==> src/rtl/core/ebs_pkg.sv <==
// Shared types, codes and helper functions for the EBML element header scanner.
// No dependencies; imported by every module of the block.
package ebs_pkg;

	// Width of the element limit register and of the header counter.
	localparam int LIMIT_W = 17;
	localparam logic [LIMIT_W-1:0] LIMIT_RESET = 17'h10000;

	// Register index of the element limit.
	localparam logic REG_ELEMENT_LIMIT = 1'b0;

	// Parser phases.
	localparam logic [2:0] PH_ID_FIRST   = 3'd0;
	localparam logic [2:0] PH_ID_REST    = 3'd1;
	localparam logic [2:0] PH_SIZE_FIRST = 3'd2;
	localparam logic [2:0] PH_SIZE_REST  = 3'd3;
	localparam logic [2:0] PH_PAYLOAD    = 3'd4;

	// Result event codes.
	localparam logic [1:0] EV_TAKEN    = 2'd0;
	localparam logic [1:0] EV_COMPLETE = 2'd1;
	localparam logic [1:0] EV_PAYLOAD  = 2'd2;
	localparam logic [1:0] EV_ERROR    = 2'd3;

	// One result item, apart from the offset whose width is a parameter.
	typedef struct packed {
		logic [1:0]  event_res;
		logic [31:0] element_id;
		logic [55:0] element_size;
		logic        size_unknown;
		logic [7:0]  payload_byte;
	} ebs_result_t;

	// Leading zero bits of a byte before the first one, 0 to 8.
	function automatic logic [3:0] lead_zeros(input logic [7:0] b);
		logic [3:0] n;
		n = 4'd8;
		for (int i = 0; i < 8; i++) begin
			if (b[i]) begin
				n = 4'(7 - i);
			end
		end
		return n;
	endfunction

	// Reserved all-ones value of a size field that is len bytes long.
	function automatic logic [55:0] size_all_ones(input logic [3:0] len);
		logic [55:0] v;
		unique case (len)
			4'd1:    v = 56'h7F;
			4'd2:    v = 56'h3FFF;
			4'd3:    v = 56'h1F_FFFF;
			4'd4:    v = 56'hFFF_FFFF;
			4'd5:    v = 56'h7_FFFF_FFFF;
			4'd6:    v = 56'h3FF_FFFF_FFFF;
			4'd7:    v = 56'h1_FFFF_FFFF_FFFF;
			default: v = 56'hFF_FFFF_FFFF_FFFF;
		endcase
		return v;
	endfunction

endpackage

==> src/rtl/core/ebml_element_header_scanner_top.sv <==
// Top level of the EBML element header scanner: input register, parser core,
// result register and APB configuration. Depends on ebs_pkg, ebs_cfg, ebs_core.
//
//   channel   direction  handshake            payload
//   input     in         in_valid / in_stall  data_byte
//   output    out        out_valid/ out_stall event_res, element_id, element_size,
//                                             size_unknown, data_offset, payload_byte
//   config    in/out     APB psel/penable     paddr, pwdata, prdata
//
// One byte per clock is sustained while the output is not stalled; each byte
// gives exactly one result item. Each byte passes through the input register,
// then the parser decode into the result register. The parser state loop
// updates once per byte. A stalled output holds its result; the input register
// takes one more byte only if it is empty, then input stall follows output stall.
// Reset clears all parser state and sets the element limit to 65536.
module ebml_element_header_scanner_top
	import ebs_pkg::*;
#(
	parameter int OFFSET_BITS = 48
) (
	input  logic                   clk,
	input  logic                   arst_n,
	input  logic                   in_valid,
	output logic                   in_stall,
	input  logic [7:0]             data_byte,
	output logic                   out_valid,
	input  logic                   out_stall,
	output logic [1:0]             event_res,
	output logic [31:0]            element_id,
	output logic [55:0]            element_size,
	output logic                   size_unknown,
	output logic [OFFSET_BITS-1:0] data_offset,
	output logic [7:0]             payload_byte,
	input  logic                   psel,
	input  logic                   penable,
	input  logic                   pwrite,
	input  logic [2:0]             paddr,
	input  logic [31:0]            pwdata,
	output logic [31:0]            prdata,
	output logic                   pready
);

	logic                   valid_s1;
	logic [7:0]             byte_s1;
	logic                   out_valid_q;
	ebs_result_t            res_q;
	logic [OFFSET_BITS-1:0] off_q;
	logic                   adv_out;
	logic                   step;
	logic [LIMIT_W-1:0]     element_limit;
	ebs_result_t            res_c;
	logic [OFFSET_BITS-1:0] off_c;

	// Pipeline control: the result register moves when empty or taken.
	assign adv_out  = !out_valid_q || !out_stall;
	assign step     = valid_s1 && adv_out;
	assign in_stall = valid_s1 && !adv_out;

	ebs_cfg u_cfg (
		.clk           (clk),
		.arst_n        (arst_n),
		.psel          (psel),
		.penable       (penable),
		.pwrite        (pwrite),
		.paddr         (paddr),
		.pwdata        (pwdata),
		.prdata        (prdata),
		.pready        (pready),
		.element_limit (element_limit)
	);

	ebs_core #(
		.OFFSET_BITS (OFFSET_BITS)
	) u_core (
		.clk           (clk),
		.arst_n        (arst_n),
		.step          (step),
		.data_byte     (byte_s1),
		.element_limit (element_limit),
		.result        (res_c),
		.data_offset   (off_c)
	);

	// Input register.
	always_ff @(posedge clk or negedge arst_n) begin
		if (!arst_n) begin
			valid_s1 <= 1'b0;
		end else if (!in_stall) begin
			valid_s1 <= in_valid;
		end
	end

	always_ff @(posedge clk) begin
		if (!in_stall && in_valid) begin
			byte_s1 <= data_byte;
		end
	end

	// Result register.
	always_ff @(posedge clk or negedge arst_n) begin
		if (!arst_n) begin
			out_valid_q <= 1'b0;
		end else if (adv_out) begin
			out_valid_q <= valid_s1;
		end
	end

	always_ff @(posedge clk) begin
		if (step) begin
			res_q <= res_c;
			off_q <= off_c;
		end
	end

	assign out_valid    = out_valid_q;
	assign event_res    = res_q.event_res;
	assign element_id   = res_q.element_id;
	assign element_size = res_q.element_size;
	assign size_unknown = res_q.size_unknown;
	assign data_offset  = off_q;
	assign payload_byte = res_q.payload_byte;

endmodule

==> src/rtl/core/ebs_cfg.sv <==
// APB register file of the scanner: holds the element limit register.
// Depends on ebs_pkg for the register index and reset value.
module ebs_cfg
	import ebs_pkg::*;
(
	input  logic               clk,
	input  logic               arst_n,
	input  logic               psel,
	input  logic               penable,
	input  logic               pwrite,
	input  logic [2:0]         paddr,
	input  logic [31:0]        pwdata,
	output logic [31:0]        prdata,
	output logic               pready,
	output logic [LIMIT_W-1:0] element_limit
);

	logic [LIMIT_W-1:0] limit_q;
	logic               reg_idx;

	// Word index of the access; byte bits are ignored.
	assign reg_idx = paddr[2];
	assign pready  = 1'b1;

	// Register write on the access phase.
	always_ff @(posedge clk or negedge arst_n) begin
		if (!arst_n) begin
			limit_q <= LIMIT_RESET;
		end else if (psel && penable && pwrite && (reg_idx == REG_ELEMENT_LIMIT)) begin
			limit_q <= pwdata[LIMIT_W-1:0];
		end
	end

	// Read back; addresses beyond the register read as zero.
	always_comb begin
		prdata = '0;
		if (reg_idx == REG_ELEMENT_LIMIT) begin
			prdata = {{(32-LIMIT_W){1'b0}}, limit_q};
		end
	end

	assign element_limit = limit_q;

endmodule

==> src/rtl/core/ebs_core.sv <==
// Parser state and next-state logic of the scanner: one byte per step.
// Depends on ebs_pkg for phases, event codes and decode helpers.
module ebs_core
	import ebs_pkg::*;
#(
	parameter int OFFSET_BITS = 48
) (
	input  logic                   clk,
	input  logic                   arst_n,
	input  logic                   step,
	input  logic [7:0]             data_byte,
	input  logic [LIMIT_W-1:0]     element_limit,
	output ebs_result_t            result,
	output logic [OFFSET_BITS-1:0] data_offset
);

	logic [2:0]             phase_q, phase_n;
	logic [3:0]             fbl_q, fbl_n;
	logic [3:0]             slen_q, slen_n;
	logic [31:0]            id_q, id_n;
	logic [55:0]            sacc_q, sacc_n;
	logic [55:0]            rem_q, rem_n;
	logic [OFFSET_BITS-1:0] pos_q, pos_n;
	logic [LIMIT_W-1:0]     hc_q, hc_n;
	logic                   err_q, err_n;
	logic [3:0]             lz;
	logic                   err_now;
	logic                   complete;

	assign lz    = lead_zeros(data_byte);
	assign pos_n = pos_q + 1'b1;

	// Decode of one byte against the current phase.
	always_comb begin
		phase_n  = phase_q;
		fbl_n    = fbl_q;
		slen_n   = slen_q;
		id_n     = id_q;
		sacc_n   = sacc_q;
		rem_n    = rem_q;
		hc_n     = hc_q;
		err_now  = 1'b0;
		complete = 1'b0;
		result   = '0;
		result.event_res = EV_TAKEN;
		data_offset = '0;

		if (!err_q) begin
			unique case (phase_q)
				PH_ID_FIRST: begin
					if ((hc_q >= element_limit) || (lz > 4'd3)) begin
						err_now = 1'b1;
					end else begin
						if (hc_q != {LIMIT_W{1'b1}}) begin
							hc_n = hc_q + 1'b1;
						end
						id_n    = {24'd0, data_byte};
						fbl_n   = lz;
						phase_n = (lz != 4'd0) ? PH_ID_REST : PH_SIZE_FIRST;
					end
				end
				PH_ID_REST: begin
					id_n = {id_q[23:0], data_byte};
					if (fbl_q != 4'd0) begin
						fbl_n = fbl_q - 1'b1;
					end
					if (fbl_n == 4'd0) begin
						phase_n = PH_SIZE_FIRST;
					end
				end
				PH_SIZE_FIRST: begin
					if (lz == 4'd8) begin
						err_now = 1'b1;
					end else begin
						slen_n = lz + 1'b1;
						sacc_n = {48'd0, data_byte & (8'h7F >> lz)};
						fbl_n  = lz;
						if (lz == 4'd0) begin
							complete = 1'b1;
						end else begin
							phase_n = PH_SIZE_REST;
						end
					end
				end
				PH_SIZE_REST: begin
					sacc_n = {sacc_q[47:0], data_byte};
					if (fbl_q != 4'd0) begin
						fbl_n = fbl_q - 1'b1;
					end
					if (fbl_n == 4'd0) begin
						complete = 1'b1;
					end
				end
				PH_PAYLOAD: begin
					result.event_res    = EV_PAYLOAD;
					result.payload_byte = data_byte;
					if (rem_q != 56'd0) begin
						rem_n = rem_q - 1'b1;
					end
					if (rem_n == 56'd0) begin
						phase_n = PH_ID_FIRST;
					end
				end
				default: begin
					phase_n = PH_ID_FIRST;
				end
			endcase
		end

		err_n = err_q | err_now;

		// Error overrides everything; a finished header reports its fields.
		if (err_n) begin
			result = '0;
			result.event_res = EV_ERROR;
		end else if (complete) begin
			result.event_res    = EV_COMPLETE;
			result.element_id   = id_n;
			result.element_size = sacc_n;
			result.size_unknown = (sacc_n == size_all_ones(slen_n));
			data_offset         = pos_n;
			if (result.size_unknown || (sacc_n == 56'd0)) begin
				phase_n = PH_ID_FIRST;
			end else begin
				rem_n   = sacc_n;
				phase_n = PH_PAYLOAD;
			end
		end
	end

	// State update on each accepted byte.
	always_ff @(posedge clk or negedge arst_n) begin
		if (!arst_n) begin
			phase_q <= PH_ID_FIRST;
			fbl_q   <= '0;
			slen_q  <= '0;
			id_q    <= '0;
			sacc_q  <= '0;
			rem_q   <= '0;
			pos_q   <= '0;
			hc_q    <= '0;
			err_q   <= 1'b0;
		end else if (step) begin
			phase_q <= phase_n;
			fbl_q   <= fbl_n;
			slen_q  <= slen_n;
			id_q    <= id_n;
			sacc_q  <= sacc_n;
			rem_q   <= rem_n;
			pos_q   <= pos_n;
			hc_q    <= hc_n;
			err_q   <= err_n;
		end
	end

endmodule

==> config.mk <==
export PLATFORM = sky130hd
export DESIGN_NAME = ebml_element_header_scanner_top
export DESIGN_NICKNAME = d
export VERILOG_FILES = /design/src/rtl/core/ebs_pkg.sv /design/src/rtl/core/ebml_element_header_scanner_top.sv /design/src/rtl/core/ebs_cfg.sv /design/src/rtl/core/ebs_core.sv
export SDC_FILE = /design/constraint.sdc
export NUM_CORES = 1
export LEC_CHECK = 0
export BUFFER_PORTS_ARGS = -buffer_cell sky130_fd_sc_hd__buf_2
export CAP_MARGIN = 15
export CORE_MARGIN = 2
export CORE_UTILIZATION = 40
export CTS_BUF_LIST = sky130_fd_sc_hd__clkbuf_4
export DETAILED_ROUTE_END_ITERATION = 12
export GPL_TIMING_DRIVEN = 0
export SLEW_MARGIN = 20
export SYNTH_ARGS = -nofsm -noshare
export SYNTH_HDL_FRONTEND = slang
export SYNTH_SLANG_ARGS = --single-unit
export TNS_END_PERCENT = 30
==> constraint.sdc <==
create_clock -name clk -period 7.8 [get_ports clk]
set_clock_uncertainty 0.05 [all_clocks]
set_input_delay 1.56 -clock clk [delete_from_list [all_inputs] [get_ports clk]]
set_output_delay 1.56 -clock clk [all_outputs]
set_load 0.01 [all_outputs]
# Word-level counts from Yosys, hierarchy flattened
# Index checks and enable logic that the tools add are counted.
# word_totals
ff_bits	395
out_inout_bits	182
word_cells	139
input_bits	50
# classes
reduce_logical	28
n_addsub	5
n_shift	1
eq_ne	16
n_lt_le_gt_ge	2
n_bitwise	7
n_mux	60
# op_table
operator	count
56-bit 2-to-1 mux	12
56-bit one-hot mux with 7 select lines	1
56-bit zero test	2
56-bit one-hot mux with 2 select lines	1
91-bit 2-to-1 mux	1
4-bit 2-to-1 mux	18
32-bit 2-to-1 mux	2
32-bit one-hot mux with 2 select lines	1
56-bit equality test	1
56-bit nonzero test	1
56-bit by 1-bit subtractor with 56-bit output (second input constant)	1
48-bit by 1-bit adder with 48-bit output (second input constant)	1
3-bit 2-to-1 mux	9
17-bit by 1-bit adder with 17-bit output (second input constant)	1
17-bit greater-or-equal comparator	1
17-bit 2-to-1 mux	1
17-bit != test (second input constant)	1
4-bit by 3-bit equality test with 1-bit output (second input constant)	4
4-bit one-hot mux with 4 select lines	1
3-bit one-hot mux with 5 select lines	1
4-bit zero test	3
4-bit nonzero test	3
5-bit AND reduction	2
8-bit bitwise AND	1
22 further kinds	49

# Depth between registers and ports, before layout
# logic_depth
depth_word	21
mapped_depth	20
ltp_nobuf	16

# Cells and area by module
# A second synthesis with hierarchy kept.
# unflattened
cells_unflattened	2136
hier_area_um2	20965.1
# by_module_without_submodules
module	cells_per_inst	seq_area_each_um2	area_per_inst_um2	n_inst
ebs_core	1901	5530.3	15280.9	1
ebml_element_header_scanner_top	163	4704.5	4747.1	1
ebs_cfg	72	426.7	937.1	1

# Worst setup path after synthesis
# OpenSTA, ideal clock, no wires.
# synth_timing
path_type	input-to-reg
from	input out_stall
to	register u_core.rem_q[42]
path_stages	7
required_time_ns	7.657
n_path_buf	2
setup_slack_ns	0.564
setup_time_ns	0.093
t_arrival_ns	7.092
path_cell_list	nand2_1 nand2_1 clkinv_1 clkbuf_1 clkbuf_1 o21ai_0 a2bb2oi_1
# synth_via
elab_chain_len	3
# synth_lines
element	line	text
from (decl)	ebml_element_header_scanner_top.sv:27	input logic out_stall,
1-bit zero test	ebml_element_header_scanner_top.sv:55	assign adv_out = !out_valid_q || !out_stall;
1-bit logical OR	ebml_element_header_scanner_top.sv:55	
1-bit logical AND	ebml_element_header_scanner_top.sv:56	assign step = valid_s1 && adv_out;
net step	ebml_element_header_scanner_top.sv:49	logic step;
to (signal assigned)	ebs_core.sv:149	rem_q <= rem_n;
to (decl)	ebs_core.sv:22	logic [55:0] rem_q, rem_n;
# The timed path passes the listed nets, and every way through them passes these cells.
# A chain may end at the register's enable or synchronous reset.

# Worst setup path after layout
# layout_timing
from	register byte_s1[7]
to	register u_core.rem_q[1]
# layout_via
elab_chain_len	14
elab_cells_between_ends	39
cone_classes	add/sub (1); order compare (1); eq/ne (9); shift (1); mux (21); bitwise (2); reduce/logical (4)
# layout_lines
element	line	text
from (decl)	ebml_element_header_scanner_top.sv:44	logic [7:0] byte_s1;
from (signal assigned)	ebml_element_header_scanner_top.sv:95	byte_s1 <= data_byte;
4-bit 2-to-1 mux	ebs_pkg.sv:39	if (b[i]) begin
4-bit by 1-bit adder with 4-bit output or 4-bit equality test (tied branches)	ebs_core.sv:75, ebs_core.sv:72	
4-bit 2-to-1 mux	ebs_core.sv:72	if (lz == 4'd8) begin
4-bit 2-to-1 mux	ebs_core.sv:49	unique case (phase_q)
4-bit 2-to-1 mux	ebs_core.sv:48	if (!err_q) begin
4-bit by 3-bit equality test with 1-bit output (tied with other cells)	ebs_pkg.sv:49	unique case (len)
56-bit one-hot mux with 7 select lines	ebs_pkg.sv:49	
56-bit 2-to-1 mux	ebs_core.sv:116	end else if (complete) begin
56-bit 2-to-1 mux	ebs_core.sv:113	if (err_n) begin
56-bit equality test	ebs_core.sv:120	result.size_unknown = (sacc_n == size_all_ones(slen_n));
1-bit logical OR	ebs_core.sv:122	if (result.size_unknown || (sacc_n == 56'd0)) begin
56-bit 2-to-1 mux	ebs_core.sv:122	
56-bit 2-to-1 mux	ebs_core.sv:116	
56-bit 2-to-1 mux (*)	ebs_core.sv:113	
# Every way passes the cells marked *; elsewhere a longest branch is shown, timed or not. The select of a mux whose other input is x is not followed.

==> flow_metrics.py <==
metrics = {
    "final_layout": {
        "drive_gt1_frac": 0.187,
        "stdcell_count": 3202,
        "seq_area_mm2": 0.0107,
        "area_delta_synth_final_pct": 16.7,
        "multi_input_area_mm2": 0.00947,
        "fillers": 4917,
        "nets": 2509,
    },
    "detailed_routing": {
        "routed_wl_mm": 70.3,
        "drt_first_iter_violations": 1908,
        "vias": 18500,
        "wire_per_inst_um": 22.0,
        "firstDrtPassIters": 6,
        "final_antenna_net_count": 0,
        "drc": 0,
        "vias_per_cell": 5.79,
    },
    "setup_path": {
        "cp_num_buf_inv": 6,
        "crit_type": "reg -> reg",
        "crit_chain": "clkbuf_1 -> nor3_1 -> o21ai_0 -> nand2_1 -> inv_1 -> ha_1 -> clkbuf_1 -> nand4_1 -> nand2_1 -> buf_2 -> a22oi_1 -> a211oi_1 -> mux2i_1 -> nor2_1 -> nand4b_1 -> buf_4 -> buf_2 -> nand2_1 -> o221ai_1",
        "crit_arrival_ns": 6.45,
        "end_kind": "flip-flop",
        "slowest_stage": "clkbuf_1",
        "critPathTopFamily": "simple AND/OR/NAND/NOR gates",
        "cp.required_ns": 8.45,
        "path_common_cell": "nand2_1",
        "cp-start-kind": "flip-flop",
        "critical-path-max-stage-delay_ns": 0.51,
        "crit_fanout": 10,
    },
    "yosys": {
        "synth_cells": 2110,
        "synth_seq_cells": 395,
        "yosys-top-cells-area": "dfrtp_1, edfxtp_1, nor2_1",
        "syn_area_mm2": 0.0210,
        "synthArstFlopShare": 0.608,
        "yosysTopAreaCell": "dfrtp_1",
        "synth_top_area_frac": 0.285,
        "avgSynthCellArea_um2": 9.96,
        "synth.distinct_cells": 92,
        "yosys_warnings": 0,
        "ys.flop_type": "dfrtp_1",
        "synth-edff-count": 155,
        "ys_seq_area_frac": 0.507,
    },
    "die": {
        "die_area_mm2": 0.0544,
        "start_util": 0.407,
        "coreArea_mm2": 0.0516,
        "dieHeight_um": 233,
        "io_pins": 232,
        "die_x_um": 233,
        "fp-row-count": 83,
    },
    "global_routing": {
        "grt_pass1_vias": 17700,
        "antenna_found_initial": 4,
        "grt_max_degree": 89,
        "globalRoute.totalOverflow": 0,
        "grt_pass1_wl_mm": 107,
        "grtUsageTotal": 0.260,
    },
    "job": {
        "maxCapViolCount": 0,
    },
    "cts": {
        "clockBufferDepth": 3,
        "hold_buffers": 0,
        "clk-insertion-delay-late_ns": 0.87,
        "cts_tree": "yes",
        "clkTransAtPathRegs_ns": 0.06,
        "clockRootBuffer": "clkbuf_4",
        "post_cts_resized": 0,
        "cts_buffers": 104,
        "postCtsSetupRepairBufs": 0,
        "cts.sinks": 395,
        "h-tree-depth": 3,
    },
    "sta": {
        "setup_violations": 0,
        "tightest_slew_ns": 1.11,
        "rsz0062_at_grt": "false",
        "maxSlewViolCount": 0,
        "hold_viol": 0,
        "min_period_ns": 5.79,
        "fin_hold_ws_ns": 0.433,
        "clock.fmax_ghz": 0.173,
        "slew_headroom": 0.258,
        "fin_tns_setup_ns": 0,
        "period_share": 0.743,
    },
    "pwr": {
        "clock_power_share": 0.319,
        "fin_total_pwr_w": 0.00616,
        "p_int_w": 0.00406,
        "p_seq_frac": 0.439,
        "swShare": 0.340,
        "power_density_mw_per_mm2": 251,
        "comb_power_share": 0.242,
        "leakage_nw": 10.1,
        "switching_power_w": 0.00210,
        "max-vdd-ir-drop_uv": 116,
    },
    "hold_path": {
        "min_path_type": "reg -> reg",
    },
    "place": {
        "dp_hpwl_mm": 51.6,
        "placed_cells": 3007,
        "gp_congestion": 0.957,
        "io_buffers": 197,
    },
    "status": {
        "status": "finished, final reports clean",
    },
}
-- per-layer routing --
| layer | track usage | part of all wire | up-vias |
|---|---|---|---|
| met5 | 0 | 0.00033 | - |
| met4 | 0.109 | 0.039 | 4 |
| met3 | 0.0597 | 0.087 | 192 |
| met2 | 0.404 | 0.45 | 870 |
| met1 | 0.348 | 0.42 | 9003 |
| li1 | - | - | 8456 |
-- cells in the mapped netlist, types with 9 or more instances --
library cell / number
mux2_2: 30
o21a_1: 15
dfrtp_1: 239
inv_1: 51
nand3_1: 77
nand2_1: 160
or3_1: 19
a21o_1: 10
nand2b_1: 14
nand4_1: 36
a32oi_1: 13
a22oi_1: 47
o21ai_0: 109
edfxtp_1: 155
buf_2: 17
or2_2: 9
nor2b_1: 11
clkbuf_1: 104
mux2i_1: 13
nor2_1: 244
xnor2_1: 69
nor4_1: 46
or4_1: 13
and3_1: 35
and2_1: 49
a31oi_1: 21
a221oi_1: 25
nor3_1: 74
and4_1: 10
a211oi_1: 27
ha_1: 25
buf_4: 18
buf_1: 18
xor2_1: 62
a32o_1: 16
a21oi_1: 58
a22o_1: 26
-- cells in the final DEF (no fill, tap or decap), drive strengths merged, types with 31 or more instances in the layout --
cell,count
and3,35
nor3,77
xnor2,69
nand3,77
nand2,160
nor4,47
buf,261
mux2,31
and2,49
inv,52
clkbuf,260
o21ai,111
a22oi,47
nand4,36
edfxtp,155
a21oi,58
dfrtp,239
nor2,244
xor2,62
clkinv,35
-- kinds of logic (layout without fill, tap and decap cells) --
logic type,Yosys count,count (layout),synth area share
buffers and inverters,216,613,0.0447
multiplexers,44,44,0.0228
XOR/XNOR,131,131,0.0546
AND/OR/NAND/NOR,830,830,0.198
AO/OA/AOI/OAI,467,467,0.158
other,2,17,0.000357
adder cells (fa/ha/maj),25,25,0.0149
flip-flops,395,395,0.507
-- per-stage QoR --
stage / util / setup slack [ns] / area [um2]
final: 0.475 / 2.01 / 24500
after global routing: 0.475 / 1.74 / 24500
after CTS: 0.475 / 1.87 / 24500
after detailed placement: 0.447 / 1.89 / 23100
after global placement: 0.444 / -2.77 / 22900
after floorplan: - / 0.564 / 21100
-- registers in the layout, indices dropped and copies added (netlist names) --
register / cells
byte_s1: 8
data_offset: 48
element_id: 32
element_size: 56
event_res: 2
out_valid: 1
payload_byte: 8
size_unknown: 1
u_cfg.element_limit: 17
u_core.err_q: 1
u_core.fbl_q: 4
u_core.hc_q: 17
u_core.id_q: 32
u_core.phase_q: 3
u_core.pos_q: 48
u_core.rem_q: 56
u_core.sacc_q: 56
u_core.slen_q: 4
valid_s1: 1
-- worst paths after layout --
path / start / to / slack (ns) / cells after the start
max: byte_s1[7] / u_core.rem_q[1] / 2.01 / 19
min: u_core.pos_q[47] / u_core.pos_q[47] / 0.43 / 1
min reg2reg: u_core.pos_q[47] / u_core.pos_q[47] / 0.43 / 1
min in group asynchronous: arst_n / u_core.rem_q[27] / 0.55 / 1
max in group asynchronous: arst_n / u_core.id_q[3] / 5.95 / 3
max reg2reg: byte_s1[7] / u_core.rem_q[1] / 2.01 / 19
-- power groups by stage --
| stage | clock network [W] | logic (W) | registers, W |
|---|---|---|---|
| 2_1_floorplan | 0 | 0.000978 | 0.00268 |
| 3_3_place_gp | 0 | 0.00144 | 0.00274 |
| 3_5_place_dp | 0 | 0.00147 | 0.00273 |
| 4_1_cts | 0.00202 | 0.00148 | 0.00269 |
| 5_1_grt | 0.00213 | 0.00163 | 0.00273 |
| 6_report | 0.00197 | 0.00149 | 0.00270 |
-- cell type report --
| cell class | instances | area share |
|---|---|---|
| sequential | 395 | 0.435 |
| multi-input combinational | 1513 | 0.386 |
| timing repair buffer | 204 | 0.0470 |
| clock buffer | 153 | 0.0468 |
| tap | 680 | 0.0347 |
| buffer | 164 | 0.0305 |
| clock inverter | 40 | 0.0121 |
| inverter | 52 | 0.00796 |
| antenna | 1 | 0.000102 |
Note: power is estimated with default switching activity, not from simulation.
